--- src/hw/rtl/gsba_pkg.sv ---
// shared types, constants and register map for the gated sensor burst average block
// no dependencies; imported by every module of the block
package gsba_pkg;

  // field widths of the transaction payloads
  localparam int SAMPLE_W  = 12;
  localparam int READING_W = 12;
  localparam int PERIOD_W  = 16;
  localparam int SCALE_W   = 16;

  // converter resolution; bits above it in a sample are dropped
  localparam int ADC_BITS = 12;
  localparam logic [SAMPLE_W-1:0] ADC_MASK =
    (ADC_BITS >= SAMPLE_W) ? {SAMPLE_W{1'b1}} : SAMPLE_W'((1 << ADC_BITS) - 1);

  // default burst length is 2**SAMPLE_SHIFT_DEF samples
  localparam int SAMPLE_SHIFT_DEF = 3;

  // scaled reading saturates here
  localparam logic [READING_W-1:0] READING_MAX = {READING_W{1'b1}};

  // request kinds
  localparam logic REQ_TICK   = 1'b0;
  localparam logic REQ_SAMPLE = 1'b1;

  // register port
  localparam int APB_ADDR_W = 4;
  localparam int APB_DATA_W = 32;
  localparam int REG_IDX_W  = 2;
  localparam logic [REG_IDX_W-1:0] REG_SAMPLE_PERIOD = 2'd0;
  localparam logic [REG_IDX_W-1:0] REG_CHARGE_PERIOD = 2'd1;
  localparam logic [REG_IDX_W-1:0] REG_SCALE         = 2'd2;

  // register reset values
  localparam logic [PERIOD_W-1:0] SAMPLE_PERIOD_RST = 16'd2000;
  localparam logic [PERIOD_W-1:0] CHARGE_PERIOD_RST = 16'd20;
  localparam logic [SCALE_W-1:0]  SCALE_RST         = 16'd10430;

  typedef struct packed {
    logic                req_type;
    logic [SAMPLE_W-1:0] adc_sample;
  } req_t;

  typedef struct packed {
    logic                 sense_enable;
    logic                 sampling;
    logic                 reading_valid;
    logic [READING_W-1:0] centivolts;
  } rsp_t;

  typedef struct packed {
    logic [PERIOD_W-1:0] sample_period_ms;
    logic [PERIOD_W-1:0] charge_period_ms;
    logic [SCALE_W-1:0]  scale_q16;
  } cfg_t;

endpackage

--- src/hw/rtl/gated_sensor_burst_average.sv ---
// top level of the gated sensor burst average block
// depends on gsba_pkg, gsba_cfg_regs, gsba_seq
//
// usage
// - req channel (req_valid/req_ready/req): one transaction per event, either a
//   one millisecond tick or an adc conversion result
// - rsp channel (rsp_valid/rsp_ready/rsp): exactly one transaction per request,
//   giving sense_enable, sampling, a one-shot reading_valid flag and the
//   latest reading in centivolts
// - apb-style port sets sample period, charge period and q16 scale; write it
//   only while no request is in flight
// - request path: the accepting edge loads the input register, and rsp_valid rises
//   when the request moves on into the result register
// - throughput: one request per cycle unless the receiver stalls, set by the single
//   update of the phase/timer/burst registers and one 12x16 multiply per transaction
// - reset: sleeping phase, timer zero, reading zero, registers at defaults;
//   req_ready is high in the first cycle after reset
// - receiver stall: the result holds in the result register, one more request
//   waits in the input register, then req_ready drops
module gated_sensor_burst_average #(
  parameter int SAMPLE_SHIFT = gsba_pkg::SAMPLE_SHIFT_DEF
) (
  input  logic                            clk,
  input  logic                            rst,
  input  logic                            req_valid,
  output logic                            req_ready,
  input  gsba_pkg::req_t                  req,
  output logic                            rsp_valid,
  input  logic                            rsp_ready,
  output gsba_pkg::rsp_t                  rsp,
  input  logic                            psel,
  input  logic                            penable,
  input  logic                            pwrite,
  input  logic [gsba_pkg::APB_ADDR_W-1:0] paddr,
  input  logic [gsba_pkg::APB_DATA_W-1:0] pwdata,
  output logic [gsba_pkg::APB_DATA_W-1:0] prdata,
  output logic                            pready
);
  import gsba_pkg::*;

  cfg_t cfg;

  // configuration registers
  gsba_cfg_regs u_cfg (
    .clk     (clk),
    .rst     (rst),
    .psel    (psel),
    .penable (penable),
    .pwrite  (pwrite),
    .paddr   (paddr),
    .pwdata  (pwdata),
    .prdata  (prdata),
    .pready  (pready),
    .cfg     (cfg)
  );

  // sequencer and datapath
  gsba_seq #(
    .SAMPLE_SHIFT (SAMPLE_SHIFT)
  ) u_seq (
    .clk       (clk),
    .rst       (rst),
    .cfg       (cfg),
    .req_valid (req_valid),
    .req_ready (req_ready),
    .req       (req),
    .rsp_valid (rsp_valid),
    .rsp_ready (rsp_ready),
    .rsp       (rsp)
  );

endmodule

--- src/hw/rtl/gsba_cfg_regs.sv ---
// register file behind the apb-style configuration port
// depends on gsba_pkg
module gsba_cfg_regs (
  input  logic                             clk,
  input  logic                             rst,
  input  logic                             psel,
  input  logic                             penable,
  input  logic                             pwrite,
  input  logic [gsba_pkg::APB_ADDR_W-1:0]  paddr,
  input  logic [gsba_pkg::APB_DATA_W-1:0]  pwdata,
  output logic [gsba_pkg::APB_DATA_W-1:0]  prdata,
  output logic                             pready,
  output gsba_pkg::cfg_t                   cfg
);
  import gsba_pkg::*;

  logic [REG_IDX_W-1:0] reg_idx;
  logic                 wr_en;

  assign pready  = 1'b1;
  assign reg_idx = paddr[APB_ADDR_W-1:2];
  assign wr_en   = psel && penable && pwrite && pready;

  // register writes in the access phase
  always_ff @(posedge clk) begin
    if (rst) begin
      cfg.sample_period_ms <= SAMPLE_PERIOD_RST;
      cfg.charge_period_ms <= CHARGE_PERIOD_RST;
      cfg.scale_q16        <= SCALE_RST;
    end else if (wr_en) begin
      case (reg_idx)
        REG_SAMPLE_PERIOD: cfg.sample_period_ms <= pwdata[PERIOD_W-1:0];
        REG_CHARGE_PERIOD: cfg.charge_period_ms <= pwdata[PERIOD_W-1:0];
        REG_SCALE:         cfg.scale_q16        <= pwdata[SCALE_W-1:0];
        default: ;
      endcase
    end
  end

  // read mux
  always_comb begin
    case (reg_idx)
      REG_SAMPLE_PERIOD: prdata = APB_DATA_W'(cfg.sample_period_ms);
      REG_CHARGE_PERIOD: prdata = APB_DATA_W'(cfg.charge_period_ms);
      REG_SCALE:         prdata = APB_DATA_W'(cfg.scale_q16);
      default:           prdata = '0;
    endcase
  end

endmodule

--- src/hw/rtl/gsba_scale.sv ---
// q16 gain stage: burst average times scale, round half up, saturate
// depends on gsba_pkg
module gsba_scale (
  input  logic [gsba_pkg::SAMPLE_W-1:0]  avg,
  input  logic [gsba_pkg::SCALE_W-1:0]   scale_q16,
  output logic [gsba_pkg::READING_W-1:0] reading
);
  import gsba_pkg::*;

  localparam int PROD_W = SAMPLE_W + SCALE_W + 1;
  localparam int RND_W  = PROD_W - SCALE_W;

  logic [PROD_W-1:0] prod;
  logic [RND_W-1:0]  rounded;

  // product plus one half lsb of the result
  assign prod    = PROD_W'(avg) * PROD_W'(scale_q16) + PROD_W'(1 << (SCALE_W - 1));
  assign rounded = prod[PROD_W-1:SCALE_W];

  // clamp to the reading range
  always_comb begin
    if (rounded > RND_W'(READING_MAX)) begin
      reading = READING_MAX;
    end else begin
      reading = rounded[READING_W-1:0];
    end
  end

endmodule

--- src/hw/rtl/gsba_seq.sv ---
// measurement sequencer: input register, phase/timer/burst state, result register
// depends on gsba_pkg and gsba_scale
module gsba_seq #(
  parameter int SAMPLE_SHIFT = gsba_pkg::SAMPLE_SHIFT_DEF
) (
  input  logic           clk,
  input  logic           rst,
  input  gsba_pkg::cfg_t cfg,
  input  logic           req_valid,
  output logic           req_ready,
  input  gsba_pkg::req_t req,
  output logic           rsp_valid,
  input  logic           rsp_ready,
  output gsba_pkg::rsp_t rsp
);
  import gsba_pkg::*;

  localparam int SUM_W = SAMPLE_W + SAMPLE_SHIFT;
  localparam int IDX_W = (SAMPLE_SHIFT > 0) ? SAMPLE_SHIFT : 1;
  localparam logic [IDX_W-1:0] IDX_LAST = IDX_W'((1 << SAMPLE_SHIFT) - 1);

  typedef enum logic [1:0] {
    PH_SLEEP  = 2'd0,
    PH_CHARGE = 2'd1,
    PH_SAMPLE = 2'd2
  } phase_t;

  // input register
  logic req_q_valid;
  req_t req_q;

  // sequencer state
  phase_t               phase, phase_next;
  logic [PERIOD_W-1:0]  wait_timer, wait_timer_next;
  logic [SUM_W-1:0]     sample_sum, sample_sum_next;
  logic [IDX_W-1:0]     sample_index, sample_index_next;
  logic [READING_W-1:0] last_reading, last_reading_next;
  logic                 reading_valid_next;

  logic                 advance;
  logic                 fire;
  logic [SAMPLE_W-1:0]  smp;
  logic [SUM_W-1:0]     sum_acc;
  logic [SAMPLE_W-1:0]  avg;
  logic [READING_W-1:0] scaled;

  // result register frees when empty or taken this cycle
  assign advance   = !rsp_valid || rsp_ready;
  assign req_ready = !req_q_valid || advance;
  assign fire      = req_q_valid && advance;

  // burst datapath
  assign smp     = req_q.adc_sample & ADC_MASK;
  assign sum_acc = sample_sum + SUM_W'(smp);
  assign avg     = sum_acc[SUM_W-1:SAMPLE_SHIFT];

  gsba_scale u_scale (
    .avg       (avg),
    .scale_q16 (cfg.scale_q16),
    .reading   (scaled)
  );

  // phase, timer, burst and reading update for the registered transaction
  always_comb begin
    phase_next         = phase;
    wait_timer_next    = wait_timer;
    sample_sum_next    = sample_sum;
    sample_index_next  = sample_index;
    last_reading_next  = last_reading;
    reading_valid_next = 1'b0;
    case (phase)
      PH_SAMPLE: begin
        if (req_q.req_type == REQ_SAMPLE) begin
          if (sample_index == IDX_LAST) begin
            phase_next         = PH_SLEEP;
            wait_timer_next    = cfg.sample_period_ms;
            sample_sum_next    = '0;
            sample_index_next  = '0;
            last_reading_next  = scaled;
            reading_valid_next = 1'b1;
          end else begin
            sample_sum_next   = sum_acc;
            sample_index_next = sample_index + IDX_W'(1);
          end
        end
      end
      PH_CHARGE: begin
        if (req_q.req_type == REQ_TICK) begin
          if (wait_timer == '0) begin
            phase_next        = PH_SAMPLE;
            sample_sum_next   = '0;
            sample_index_next = '0;
          end else begin
            wait_timer_next = wait_timer - PERIOD_W'(1);
          end
        end
      end
      default: begin
        if (req_q.req_type == REQ_TICK) begin
          if (wait_timer == '0) begin
            phase_next      = PH_CHARGE;
            wait_timer_next = cfg.charge_period_ms;
          end else begin
            wait_timer_next = wait_timer - PERIOD_W'(1);
          end
        end
      end
    endcase
  end

  // state, input register and result register
  always_ff @(posedge clk) begin
    if (rst) begin
      req_q_valid  <= 1'b0;
      rsp_valid    <= 1'b0;
      phase        <= PH_SLEEP;
      wait_timer   <= '0;
      sample_sum   <= '0;
      sample_index <= '0;
      last_reading <= '0;
    end else begin
      if (req_ready) begin
        req_q_valid <= req_valid;
      end
      if (fire) begin
        phase        <= phase_next;
        wait_timer   <= wait_timer_next;
        sample_sum   <= sample_sum_next;
        sample_index <= sample_index_next;
        last_reading <= last_reading_next;
        rsp_valid    <= 1'b1;
      end else if (rsp_ready) begin
        rsp_valid <= 1'b0;
      end
    end
    if (req_valid && req_ready) begin
      req_q <= req;
    end
    if (fire) begin
      rsp.sense_enable  <= (phase_next != PH_SLEEP);
      rsp.sampling      <= (phase_next == PH_SAMPLE);
      rsp.reading_valid <= reading_valid_next;
      rsp.centivolts    <= last_reading_next;
    end
  end

endmodule

--- config.mk ---
export PLATFORM = sky130hd
export DESIGN_NAME = gated_sensor_burst_average
export DESIGN_NICKNAME = d
export VERILOG_FILES = /design/src/hw/rtl/gsba_pkg.sv /design/src/hw/rtl/gated_sensor_burst_average.sv /design/src/hw/rtl/gsba_cfg_regs.sv /design/src/hw/rtl/gsba_scale.sv /design/src/hw/rtl/gsba_seq.sv
export SDC_FILE = /design/constraint.sdc
export NUM_CORES = 1
export LEC_CHECK = 0
export CAP_MARGIN = 15
export CORE_MARGIN = 2
export CORE_UTILIZATION = 45
export DETAILED_ROUTE_END_ITERATION = 6
export DONT_BUFFER_PORTS = 1
export PLACE_DENSITY_LB_ADDON = 0.15
export SLEW_MARGIN = 5
export SYNTH_ARGS = -nofsm -noshare
export SYNTH_HDL_FRONTEND = slang
export SYNTH_SLANG_ARGS = --single-unit
--- constraint.sdc ---
create_clock -name clk -period 7.3 [get_ports clk]
set_input_delay 0 -clock clk [delete_from_list [all_inputs] [get_ports clk]]
set_output_delay 0 -clock clk [all_outputs]
set_load 0.05 [all_outputs]
Word-level counts from Yosys, hierarchy flattened
Index checks and enable logic that the tools add are counted.
Widths: inputs -> output; s select.
- input port bits: 56
- output and inout bits: 50
- register bits: 126
- logic and storage cells: 85
- reductions and logical operators: 19
- $lt $le $gt $ge: 1
- multiplexer cells: 32
- multipliers: 1
- add/sub/neg operators: 4
- equality and inequality tests: 12
- operators by type and width (cell ; count):
    $mux 16 ; 6
    $mux 15 ; 4
    $mux 12 ; 4
    $pmux 16 s3 ; 1
    $pmux 16 s2 ; 1
    $pmux 15 s2 ; 1
    $add 28x16->29 const B ; 1
    $mul 12x16->28 ; 1
    $logic_not 16->1 ; 1
    $sub 16x1->16 const B ; 1
    $add 15x12->15 ; 1
    $gt 13x12->1 const B ; 1
    $mux 2 ; 6
    $mux 3 ; 4
    $reduce_and 2->1 ; 4
    $eq 2x2->1 const B ; 3
    $ne 2x1->1 const B ; 3
    $ne 2x2->1 const B ; 3
    $pmux 3 s2 ; 1
    $reduce_and 6->1 ; 1
    $reduce_bool 2->1 ; 3
    $reduce_and 5->1 ; 1
    $eq 2x1->1 const B ; 2
    $logic_and 1x1->1 ; 4
    7 further kinds ; 11

Longest topological paths before layout
- depth in word-level cells: 8
- mapped depth: 32
- gate-level depth less buffers: 30

Cells and area by module
Synthesis repeated with hierarchy kept, for this count alone.
- cells, all modules: 1464
- area, all modules: 13006.2 µm²
- modules (own cells, without submodules) (module ; cells an instance ; instances ; area an instance (µm²)):
    gsba_scale ; 741 ; 1 ; 6282.3
    gsba_seq ; 458 ; 1 ; 4282.9
    gsba_cfg_regs ; 265 ; 1 ; 2441.1

Worst setup path after synthesis
OpenSTA, ideal clock, no wires.
- path kind: reg-to-reg
- from: register u_seq.req_q (netlist bit u_seq.smp[0])
- to: register, netlist name u_seq.rsp[8]
- arrival time: 7609 ps
- data required time: 7033 ps
- clock period less this slack: 7876 ps
- stages on the path, launching flop included: 32
- setup slack: -576 ps
- cell sequence: edfxtp_1 -> ha_1 -> fa_1 -> a21o_1 -> a21oi_1 -> o21a_1 -> nor3_1 -> nor2_1 -> a21oi_1 -> and3_1 -> xor2_1 -> clkbuf_1 -> nand2_1 -> fa_1 -> fa_1 -> inv_1 -> fa_1 -> fa_1 -> inv_1 -> fa_1 -> inv_1 -> ha_1 -> a211oi_1 -> o21ai_0 -> a211oi_1 -> a21boi_0 -> a311oi_1 -> o21ai_0 -> xor2_1 -> buf_2 -> nor2_1 -> o21ai_0
- longest elaborated chain between the ends: 8
- RTL lines (item ; RTL line ; RTL):
    from (decl) ; gsba_seq.sv:30 ; req_t req_q;
    from (signal assigned) ; gsba_seq.sv:137 ; req_q <= req;
    $add 15x12->15 * ; gsba_seq.sv:54 ; assign sum_acc = sample_sum + SUM_W'(smp);
    $mul 12x16->28 * ; gsba_scale.sv:17 ; assign prod = PROD_W'(avg) * PROD_W'(scale_q16) + PROD_W'(1 << (SCALE_W - 1));
    $add 28x16->29 * ; gsba_scale.sv:17 ;
    $gt 13x12->1 ; gsba_scale.sv:22 ; if (rounded > RND_W'(READING_MAX)) begin
    $mux 12 * ; gsba_scale.sv:22 ;
    $mux 12 * ; gsba_seq.sv:74 ; if (sample_index == IDX_LAST) begin
    $mux 12 * ; gsba_seq.sv:73 ; if (req_q.req_type == REQ_SAMPLE) begin
    $mux 12 * ; gsba_seq.sv:71 ; case (phase)
    net u_seq.last_reading_next[8] ; gsba_seq.sv:37 ; logic [READING_W-1:0] last_reading, last_reading_next;
Mark *: on every way through the listed nets, which the timed path passes. The rest lies on a longest branch.
A chain may end at the register's enable or synchronous reset.

Worst setup path in the final report
- from: register u_seq.req_q (netlist bit u_seq.smp[1])
- to: register, netlist name u_seq.rsp[4]
- longest elaborated chain between the ends: 8
- RTL lines (item ; RTL line):
    $add 15x12->15 * ; gsba_seq.sv:54
    $mul 12x16->28 * ; gsba_scale.sv:17
    $add 28x16->29 * ; gsba_scale.sv:17
    $gt 13x12->1 ; gsba_scale.sv:22
    $mux 12 * ; gsba_scale.sv:22
    $mux 12 * ; gsba_seq.sv:74
    $mux 12 * ; gsba_seq.sv:73
    $mux 12 * ; gsba_seq.sv:71
    net u_seq.last_reading_next[4] ; gsba_seq.sv:37
Marked as above.

==> metrics.md <==
| Metric | Value |
|---|---|
| Clock tree from TritonCTS | built |
| Via density | 5.27 |
| Final setup vio count | 0 |
| Grt total ovfl | 0 |
| Layout Cells excl Fill | 1829 |
| Endpoint type of the worst setup path | register |
| Post-synthesis sequential area ratio | 0.232 |
| Standard-cell rows | 60 |
| CP Class | register to register |
| Crit path largest cell delay | 0.55 ns |
| Number of global-route vias before repair | 9395 |
| Ys flop type | dfxtp_1 |
| Psw | 1300 uW |
| EDFF count, synth | 28 |
| Pre-CTS setup slack | -0.291 ns |
| Ports | 106 |
| Core area | 26700 sq um |
| CP Launch Type | register |
| Initial Utilization | 0.454 |
| Total GRT Usage | 0.215 |
| VDD IR max | 0.000156 V |
| Design area | 14200 sq um |
| Max_cap viols | 0 |
| Htree depth | 4 |
| Via count | 9638 |
| Mean Syn Cell Area | 8.49 sq um |
| First-pass detailed-route iteration total | 5 |
| Fin crit period | 7.28 ns |
| Clk_skew | 0.0138 ns |
| WP buf/inv | 7 |
| Syn. warnings | 0 |
| Critical Path AT | 7.41 ns |
| Combinational Power Share | 0.480 |
| Largest net degree at the start of global routing | 100 |
| Gpl congestion | 0.834 |
| Sw Ratio | 0.411 |
| Clk pwr share | 0.277 |
| Slew @ Worst Pin | 1.15 ns |
| Part of the power in registers | 0.243 |
| Iter 0 DRT Violations | 533 |
| Slew Limit Headroom | 0.228 |
| Worst-path fanout max | 5 |
| TritonCTS Buffers | 17 |
| Clk_lat worst skew | 0.43 ns |
| Kind of cell adding the most delay to the critical path | adder cells |
| Hold slack | 0.0300 ns |
| Final nets | 1767 |
| F_max | 0.137 GHz |
| DIE WIDTH | 168 um |
| Die ar. | 28200 sq um |
| Met2 wire length | 14700 um |
| Endpoints failing hold | 0 |
| Worst-case clock buffer depth | 2 |
| I/O Buffers | 0 |
| Crit path required time | 7.43 ns |
| Inst Count DP | 1743 |
| Slew Limit Fails | 0 |
| RSZ-0062 raised after global routing | yes |
| Share of cells above drive strength 1 | 0.132 |
| First-pass GRT wire length | 48700 um |
| Final core occ | 0.532 |
| Worst-path clk slew | 0.07 ns |
| Antenna violations before repair | 1 |
| Met1 WL | 12800 um |
| Die height | 168 um |
| Worst path slowest cell | fa_1 |
| Hold WC Path Type | input pin to register |
| Detail Route Antenna Nets | 0 |
| Max layer used | met4 |
| Final Cycle Share | 0.997 |
| Placed inst area | 12700 sq um |
| WL/cell | 16.1 um |
| Async SR Flop Fraction | 0 |
| Internal power | 1860 uW |
| Synth Register Bits | 126 |
| Met3 Wirelength | 1350 um |
| Final worst slack | 0.0185 ns |
| Yosys cell types | 59 |
| DRC | 0 |
| Root buffer cell | clkbuf_16 |
| Mapped Cells | 1424 |
| Outcome | finished, final reports clean |
| Power per Cell Area | 222 nW/um^2 |
| Detail Placement HPWL | 21800 um |
| Pleak | 0.00655 uW |
| Post-Syn Area | 12100 sq um |
| Cell repeated most along the worst path | fa_1 |
| CTS sink cnt | 126 |
| Area Growth Syn to Fin | 17.3% |
| WL final | 29400 um |
## path summary, 6_finish.rpt
path | from | end | slack, ns | cells after the start
worst max register to register | u_seq.smp[1]$_DFFE_PP_ | u_seq.rsp[4]$_DFFE_PP_ | 0.02 | 31
worst min-delay path | paddr[3] | u_cfg.cfg[9]$_SDFFE_PP0P_ | 0.03 | 3
worst max-delay path | u_seq.smp[1]$_DFFE_PP_ | u_seq.rsp[4]$_DFFE_PP_ | 0.02 | 31
worst min register to register | u_cfg.cfg[26]$_SDFFE_PP0P_ | u_cfg.cfg[26]$_SDFFE_PP0P_ | 0.48 | 2
## state kept, by name (all words and copies together) (netlist names), 2 cells and up
name,count
u_cfg.cfg,48
u_seq.wait_timer,16
u_seq.last_reading,12
u_seq.sample_index,3
u_seq.sample_sum,15
u_seq.smp,12
u_seq.rsp,15
u_seq.phase,2
## timing repair
item,CTS,global route
pin swaps,76,23
endpoints found under the setup margin,24,24
buffers inserted,13,2
endpoints found under the hold margin,111,0
resized for setup,56,44
gates cloned,1,0
hold buffers,39,0
## cells in the mapped netlist (5+ instances only)
cell type | count | area share
a211oi_1 | 23 | 0.014
a21o_1 | 5 | 0.0031
a21oi_1 | 67 | 0.028
a221o_1 | 5 | 0.0041
a22oi_1 | 18 | 0.011
a22oi_2 | 8 | 0.0083
and2_1 | 58 | 0.030
buf_4 | 17 | 0.011
clkbuf_1 | 67 | 0.021
dfxtp_1 | 98 | 0.16
edfxtp_1 | 28 | 0.070
fa_1 | 141 | 0.23
ha_1 | 96 | 0.099
inv_1 | 201 | 0.062
mux2i_1 | 21 | 0.017
nand2_1 | 283 | 0.088
nand3_1 | 7 | 0.0029
nand3b_1 | 17 | 0.011
nor2_1 | 84 | 0.026
nor2b_1 | 6 | 0.0031
nor3_1 | 20 | 0.0083
o21a_1 | 7 | 0.0043
o21ai_0 | 50 | 0.021
or3_1 | 8 | 0.0041
xnor2_1 | 16 | 0.012
xor2_1 | 14 | 0.010
## area by class of cell
type | count | area (sq um)
multi-input cells | 1020 | 8600
diodes | 1 | 2.50
well taps | 341 | 427
flip-flops and latches | 126 | 2800
repair buffers | 108 | 1010
inverters | 201 | 754
clock buffers | 17 | 425
fillers | 2510 | 12500
clock inverters | 15 | 165
## per-stage QoR
step | power, uW | setup TNS [ns]
global route | 3420 | -5.73
CTS | 3100 | 0
floorplan | 1730 | 0
detailed placement | 2080 | -4.61
finish | 3160 | 0
global placement | 2070 | -2.92
## logic make-up (layout without fill, tap and decap cells)
group | count (synthesis) | count (layout) | synth area share
mux | 21 | 21 | 0.0174
xor+xnor | 30 | 30 | 0.0217
fa+ha+maj | 237 | 237 | 0.333
other cells | 2 | 18 | 0.000621
flops | 126 | 126 | 0.232
buf+inv | 293 | 341 | 0.0982
simple gates | 502 | 502 | 0.184
compound gates | 213 | 213 | 0.114
## worst reg2reg max path: cells and delay by family (launching register included)
family,cells,cell delay (ns)
compound gates,11,1.88
xor+xnor,2,0.33
fa+ha+maj,7,3.08
buf+inv,7,0.86
flops,1,0.41
simple gates,4,0.44
## layer usage
metal | global-route usage | vias up
met1 | 0.290 | 4782
met3 | 0.0355 | 28
li1 | - | 4628
met4 | 0.0522 | 0
met5 | 0 | -
met2 | 0.360 | 200
## power groups by stage
stage                     registers, uW  clock network (uW)  logic [uW]
after floorplan                     772                   0         962
after global placement              782                   0        1290
after detailed placement            782                   0        1300
after CTS                           767                 885        1440
after global routing                770                 915        1740
final                               767                 875        1510
## placed cells by master, fill, tap and decap left out, types with 14 or more instances in the layout
master | synthesis | layout
nand2_1 | 283 | 278
inv_1 | 201 | 193
fa_1 | 141 | 136
dfxtp_1 | 98 | 98
ha_1 | 96 | 87
nor2_1 | 84 | 78
buf_4 | 17 | 58
a21oi_1 | 67 | 56
and2_1 | 58 | 53
dlygate4sd3_1 | 0 | 38
edfxtp_1 | 28 | 28
o21ai_0 | 50 | 25
o21ai_1 | 2 | 23
mux2i_1 | 21 | 21
a22oi_1 | 18 | 18
nand3b_1 | 17 | 17
conb_1 | 2 | 17
clkbuf_16 | 0 | 17
nor3_1 | 20 | 15
a211oi_1 | 23 | 14
Note: power is estimated with default switching activity, not from simulation.
